[src/hw/rtl/ive_div.sv]
// Restoring unsigned divider, one quotient bit per cycle.
// No package dependencies.
module ive_div #(
  parameter int NW = 80
) (
  input  logic          clk_i,
  input  logic          rst_ni,
  input  logic          start_i,
  input  logic [NW-1:0] num_i,
  input  logic [63:0]   den_i,
  output logic          done_o,
  output logic [NW-1:0] quot_o
);

  localparam int CW = $clog2(NW + 1);

  logic [NW-1:0] num_q, num_d;
  logic [63:0]   den_q, den_d, rem_q, rem_d;
  logic [CW-1:0] cnt_q, cnt_d;
  logic          done_q, done_d;
  logic [64:0]   r2;
  logic          qbit;

  assign r2   = {rem_q, num_q[NW-1]};
  assign qbit = (r2 >= {1'b0, den_q});

  always_comb begin
    num_d  = num_q;
    den_d  = den_q;
    rem_d  = rem_q;
    cnt_d  = cnt_q;
    done_d = 1'b0;
    if (start_i) begin
      num_d = num_i;
      den_d = den_i;
      rem_d = '0;
      cnt_d = CW'(NW);
    end else if (cnt_q != '0) begin
      rem_d  = qbit ? 64'(r2 - {1'b0, den_q}) : r2[63:0];
      num_d  = {num_q[NW-2:0], qbit};
      cnt_d  = cnt_q - 1'b1;
      done_d = (cnt_q == CW'(1));
    end
  end

  always_ff @(posedge clk_i or negedge rst_ni) begin
    if (!rst_ni) begin
      cnt_q  <= '0;
      done_q <= 1'b0;
    end else begin
      cnt_q  <= cnt_d;
      done_q <= done_d;
    end
  end

  always_ff @(posedge clk_i) begin
    num_q <= num_d;
    den_q <= den_d;
    rem_q <= rem_d;
  end

  assign done_o = done_q;
  assign quot_o = num_q;

endmodule

[config.mk]
export PLATFORM = sky130hd
export DESIGN_NAME = ive_div
export DESIGN_NICKNAME = d
export VERILOG_FILES = /design/src/hw/rtl/ive_div.sv
export SDC_FILE = /design/constraint.sdc
export NUM_CORES = 1
export LEC_CHECK = 0
export BUFFER_PORTS_ARGS = -buffer_cell sky130_fd_sc_hd__buf_2
export CAP_MARGIN = 25
export CORE_MARGIN = 2
export CORE_UTILIZATION = 35
export CTS_BUF_LIST = sky130_fd_sc_hd__clkbuf_8 sky130_fd_sc_hd__clkbuf_16
export DETAILED_ROUTE_END_ITERATION = 8
export SYNTH_ARGS = -nofsm -noshare
export SYNTH_HDL_FRONTEND = slang
export SYNTH_SLANG_ARGS = --single-unit
export TNS_END_PERCENT = 100
[constraint.sdc]
create_clock -name clk_i -period 5.65 [get_ports clk_i]
set_clock_uncertainty 0.05 [all_clocks]
set_input_delay 0.8475 -clock clk_i [delete_from_list [all_inputs] [get_ports clk_i]]
set_output_delay 0.8475 -clock clk_i [all_outputs]
set_load 0.01 [all_outputs]
=== Word level (Yosys, flattened, before mapping) ===
Index checks and enable logic that the tools add are counted.

* $add $sub $neg: 2
* $mul: 0
* Div/mod/pow operators: 0
* Order comparisons: 1
* Eq/ne operators: 1
* Shift operators: 0
* Multiplexer cells: 7
* Bitwise operators: 0
* Reduce and logical (&&, ||, !) cells: 2

{| class="wikitable"
|+ Operator list
! operator !! number
|-
| $mux W80 || 2
|-
| $ge A65 B64 Y1 || 1
|-
| $mux W64 || 1
|-
| $sub A64 B64 Y64 || 1
|-
| $mux W7 || 2
|-
| $eq A7 B1 Y1 const B || 1
|-
| $reduce_bool A7 Y1 || 1
|-
| $sub A7 B1 Y7 const B || 1
|-
| $mux W1 || 2
|-
| $reduce_bool A2 Y1 || 1
|}

* Bits in registers: 216
* Bits in latches: 0
* RAM bits: 0
* Bits in read-only memories: 0
* Bits of input ports: 147
* Output and inout bits: 81
* Word-level logic and storage cells: 18
* Memories kept: 0

=== Depth between registers and ports, before layout ===
* Word-level depth: 3
* Depth in mapped cells: 15
* Gate-level depth less buffers: 13

=== Worst setup path before layout ===
No wires, ideal clock.

* Path kind: input to register
* Start: in start_i
* End: reg num_q[0] (netlist: quot_o[0]) (enable)
* Library setup time: 434 ps
* Data arrival time: 3079 ps
* Required time: 5166 ps
* Slack: 2087 ps
* Stages on the path: 4
* Path buffers: 2
* Cell sequence: clkbuf_1 > clkbuf_1 > nor2_1 > inv_1

* Cells in the longest elaborated chain, start to end: 1

{| class="wikitable"
|+ RTL lines
! element !! line !! source
|-
| start, declared || 8 || <nowiki>input logic start_i,</nowiki>
|-
| $reduce_bool A2 Y1 (no source line) || - ||
|-
| end signal, assigned || 57 || <nowiki>num_q <= num_d;</nowiki>
|-
| end, declared || 17 || <nowiki>logic [NW-1:0] num_q, num_d;</nowiki>
|}

No other way between the ends.
A chain may end at the register's enable or synchronous reset.

=== Worst setup path after layout ===
* Start: reg den_q[10]
* End: reg rem_q[57]

* Cells in the longest elaborated chain, start to end: 2
* Elaborated cells on any way between the ends: 3
* Those cells by class: add/sub: 1; order compare: 1; mux: 1

{| class="wikitable"
|+ RTL lines
! element !! line !! source
|-
| start, declared || 18 || <nowiki>logic [63:0] den_q, den_d, rem_q, rem_d;</nowiki>
|-
| start signal, assigned || 58 || <nowiki>den_q <= den_d;</nowiki>
|-
| $sub A64 B64 Y64 or $ge A65 B64 Y1 (tied branches) || 39, 25 ||
|-
| $mux W64 * || 39 || <nowiki>rem_d = qbit ? 64'(r2 - {1'b0, den_q}) : r2[63:0];</nowiki>
|-
| end signal, assigned || 59 || <nowiki>rem_q <= rem_d;</nowiki>
|-
| end, declared || 18 ||
|}

Mark *: on every way between the ends. The rest lies on a longest branch, timed or not.

==> impl_results.md <==
* Final routed DRC violation total at 0
* Cell area reported after detailed placement at 14220 µm²
* Die Ht at 194.7 µm
* Number of endpoints with negative hold slack in the final report at 0
* Tightest slew margin relative to the limit at 33.06%
* Clock root buffer: sky130_fd_sc_hd__clkbuf_16
* Worst supply voltage drop on vdd at 0.2520 mV
* Worst setup slack for register-to-register paths at 1.80 ns
* Total CTS buffers at 27
* Sequential cell area in the final layout at 5806 µm²
* Post-cts repair resize count at 0
* Top area cells in the synthesized netlist: sky130_fd_sc_hd__edfxtp_1 34%, sky130_fd_sc_hd__dfxtp_1 10%, sky130_fd_sc_hd__mux2_2 7.1%, sky130_fd_sc_hd__ha_1 6.5%, sky130_fd_sc_hd__a21oi_1 4.0%
* Number of H-tree branching levels at 1
* Setup Viol. Count Final at 0
* Ranking of synthesized cells by instance count: 144 x sky130_fd_sc_hd__edfxtp_1, 113 x sky130_fd_sc_hd__nand2_1, 101 x sky130_fd_sc_hd__a21oi_1
* WL/cell at 17.94 µm
* Horiz. Die Dim at 194.7 µm
* Final GP Congestion at 0.9088
* Class of the most critical setup path: reg -> reg
* Gate count after technology mapping at 1274
* Skew-Pair Late Insertion Delay at 0.57 ns
* Number of violations of the max-capacitance limit at 0
* Post-synthesis adder-cell area fraction at 6.647%
* Antenna violations before repair at 4
* IO Count at 228
* Detailed placer's ending HPWL at 25950 µm
* Placed Cells incl. Taps at 1900
* Post-synth EDFFs at 144
* Area occupied by multi-input gates at 6314 µm²
* Fmax at 259.8 MHz
* Most instantiated library cell after synthesis: sky130_fd_sc_hd__edfxtp_1
* Post-synthesis register bit count at 216
* Drt total wl at 35060 µm
* Xor and xnor fraction of the mapped netlist area at 3.510%
* Status: finished, final reports clean
* Yosys warning count at 0
* Combined area of all synthesized cells at 12720 µm²
* Number of iterations in the first detailed-routing pass at 5
* Buffer levels on the longest clock path at 3
* Synth Area per Inst at 9.988 µm²
* Filler Cell Count at 3488
* Count of different cell masters after synthesis at 85
* Final global-route overflow total at 0
* Type of the tightest min-delay check: in -> async
* Library cell with the largest summed area after synthesis: sky130_fd_sc_hd__edfxtp_1
* Post-detailed-route count of antenna-violating nets at 0
* Yosys top cell area share at 33.98%
* # clock sinks at 216
* Portion of the clock cycle consumed by the worst path in the final layout at 68.12%
* Via Count at 10.42k
* Initial DRC count at 700
* Number of buffers added for setup after CTS at 0
* Hold_buf cts at 0
* Crit start category: flip-flop
* Req. time, crit path at 6.06 ns
* Final core utilization at 42.65%
* Share of the synthesized area in compound gates (AO/OA/AOI/OAI) at 18.42%
* Overall fraction of global-route tracks in use at 18.22%
* Simple-gate area share of the yosys netlist at 12.62%
* Top FF cell, synth: sky130_fd_sc_hd__edfxtp_1
* Number of global-route vias before repair at 10.42k
* Num rows at 69
* Initial standard-cell utilization of the core at 35.69%
* Largest driver fanout on the critical path at 34
* Leakage power at 6.414 nW
* Summed negative setup slack over all endpoints at 0 ns
* Slew Limit Fails at 0
* Net count after synthesis at 1488
* Combinational family with the most area after synthesis: compound AO/OA/AOI/OAI gates
* Minimum period implied by the final worst setup slack at 3.849 ns
* Critical Path End Type: flip-flop
* Number of nets in the final layout at 1684
* Post-CTS clock slew at the launch and capture registers of the worst setup and hold paths at 0.06 ns
* Area delta synth->final at 19.52%
* Cell area power density at 278.0 nW/µm²
* Design Area, Final at 15210 µm²
* First-pass GRT wire length at 55750 µm
* Data arrival, critical path at 4.26 ns
* Die ar. at 37900 µm²
* Worst Max-Slew Pin Slew at 1.004 ns
* Proportion of register bits with asynchronous set or reset after synthesis at 3.704%
* Sequential fraction of the synthesis area at 45.62%
* Pin count of the biggest net entering global routing at 89
* Avg Vias per Cell at 5.332
* Fraction of layout cells with a size suffix above 1 at 25.89%
* Setup repair after global routing missed its margin: no
* Number of standard cells in the final layout excluding fillers at 1954
* Mux cell area share after synthesis at 8.269%
* Clock tree from TritonCTS: yes
* Quantity of I/O buffers inserted on ports at 227
* Area of the core at 35660 µm²
-- power breakdown --
part	switching [mW]	total, mW	internal, mW
Sequential	0.0601	1.87	1.81
Clock	0.699	1.81	1.11
Combinational	0.308	0.542	0.234
Total	1.07	4.23	3.16
-- area by class of cell --
type,instances,share of cell area (%)
Timing Repair Buffer,237,8.153
Sequential cell,216,38.17
Inverter,86,2.131
Multi-Input combinational cell,902,41.51
Tap cell,461,3.793
Clock inverter,19,1.399
Clock buffer,31,4.805
Antenna cell,2,0.03291
-- placed cells by master, fill, tap and decap left out, types with 5 or more instances in the layout --
cell | netlist | routed
sky130_fd_sc_hd__a211oi_1 | 41 | 41
sky130_fd_sc_hd__a21o_1 | 27 | 27
sky130_fd_sc_hd__a21oi_1 | 101 | 101
sky130_fd_sc_hd__a311oi_1 | 11 | 11
sky130_fd_sc_hd__a31oi_1 | 9 | 9
sky130_fd_sc_hd__and3_1 | 14 | 14
sky130_fd_sc_hd__buf_2 | 32 | 226
sky130_fd_sc_hd__buf_4 | 0 | 8
sky130_fd_sc_hd__clkbuf_16 | 0 | 27
sky130_fd_sc_hd__clkbuf_8 | 0 | 5
sky130_fd_sc_hd__clkinv_2 | 0 | 8
sky130_fd_sc_hd__dfrtp_1 | 8 | 8
sky130_fd_sc_hd__dfxtp_1 | 64 | 64
sky130_fd_sc_hd__edfxtp_1 | 144 | 144
sky130_fd_sc_hd__ha_1 | 66 | 66
sky130_fd_sc_hd__inv_1 | 86 | 89
sky130_fd_sc_hd__mux2_2 | 80 | 80
sky130_fd_sc_hd__mux2i_1 | 14 | 14
sky130_fd_sc_hd__nand2_1 | 113 | 113
sky130_fd_sc_hd__nand2b_1 | 6 | 6
sky130_fd_sc_hd__nand3_1 | 18 | 17
sky130_fd_sc_hd__nand4_1 | 28 | 28
sky130_fd_sc_hd__nor2_1 | 96 | 95
sky130_fd_sc_hd__nor2b_1 | 10 | 10
sky130_fd_sc_hd__nor3_1 | 11 | 11
sky130_fd_sc_hd__o211ai_1 | 19 | 19
sky130_fd_sc_hd__o21a_1 | 11 | 11
sky130_fd_sc_hd__o21ai_0 | 60 | 60
sky130_fd_sc_hd__o21bai_1 | 12 | 12
sky130_fd_sc_hd__o22ai_1 | 5 | 5
sky130_fd_sc_hd__o31ai_1 | 9 | 9
sky130_fd_sc_hd__or3_1 | 7 | 7
sky130_fd_sc_hd__xnor2_1 | 30 | 30
sky130_fd_sc_hd__xor2_1 | 21 | 21
-- sequential cells by signal, summed over array words and instances (netlist names) --
| name | cells |
|---|---|
| cnt_q | 7 |
| done_o | 1 |
| quot_o | 80 |
| rem_q | 64 |
| den_q | 64 |
-- path summary, 6_finish.rpt --
| kind | from | end | depth (start not counted) |
|---|---|---|---|
| worst max-delay path | den_q[10]$_DFFE_PP_ | rem_q[57]$_SDFFE_PP0P_ | 12 |
| worst min-delay path | rst_ni | cnt_q[0]$_DFFE_PN0P_ | 1 |
| worst max register to register | den_q[10]$_DFFE_PP_ | rem_q[57]$_SDFFE_PP0P_ | 12 |
| worst min register to register | rem_q[17]$_SDFFE_PP0P_ | rem_q[17]$_SDFFE_PP0P_ | 2 |
| max in group asynchronous | rst_ni | cnt_q[5]$_DFFE_PN0P_ | 1 |
| min in group clk_i | den_i[48] | den_q[48]$_DFFE_PP_ | 1 |
-- critical path, cell delays in order (launching register included) --
cell,delay [ns]
sky130_fd_sc_hd__edfxtp_1,0.32
sky130_fd_sc_hd__inv_1,0.05
sky130_fd_sc_hd__ha_1,0.43
sky130_fd_sc_hd__nand4_1,0.16
sky130_fd_sc_hd__o21ai_0,0.17
sky130_fd_sc_hd__a21bo_2,0.30
sky130_fd_sc_hd__o21ai_1,0.27
sky130_fd_sc_hd__nor2_1,0.14
sky130_fd_sc_hd__o221a_2,0.30
sky130_fd_sc_hd__nor2_4,0.65
sky130_fd_sc_hd__buf_4,0.44
sky130_fd_sc_hd__nand4_1,0.15
sky130_fd_sc_hd__a311oi_1,0.31
-- metrics by stage --
stage	hold slack [ns]	power, mW	setup slack [ns]
after global routing	0.06039	4.419	1.413
after global placement	0.4045	2.445	1.896
after CTS	0.04725	4.294	1.817
final	0.07605	4.227	1.801
after detailed placement	0.4133	2.451	1.852
after floorplan	0.3955	2.228	2.087
-- kinds of logic (layout without fill, tap and decap cells) --
kind of cell             after synthesis  after routing
flip-flops                           216            216
XOR/XNOR                              51             51
multiplexers                          95             95
adder cells (fa/ha/maj)               67             67
AO/OA/AOI/OAI                        354            354
other                                  0              2
AND/OR/NAND/NOR                      335            335
buffers and inverters                156            373
-- routing by layer --
layer  track usage (%)  up-vias  wire length (µm)
met5                 0        -                25
met4             4.245        4               673
met3             5.240       53              2657
met2             30.47      336             16400
met1             23.26     4913             15300
li1                  -     5113                 -
No activity file was read; power rests on OpenSTA's default activity.
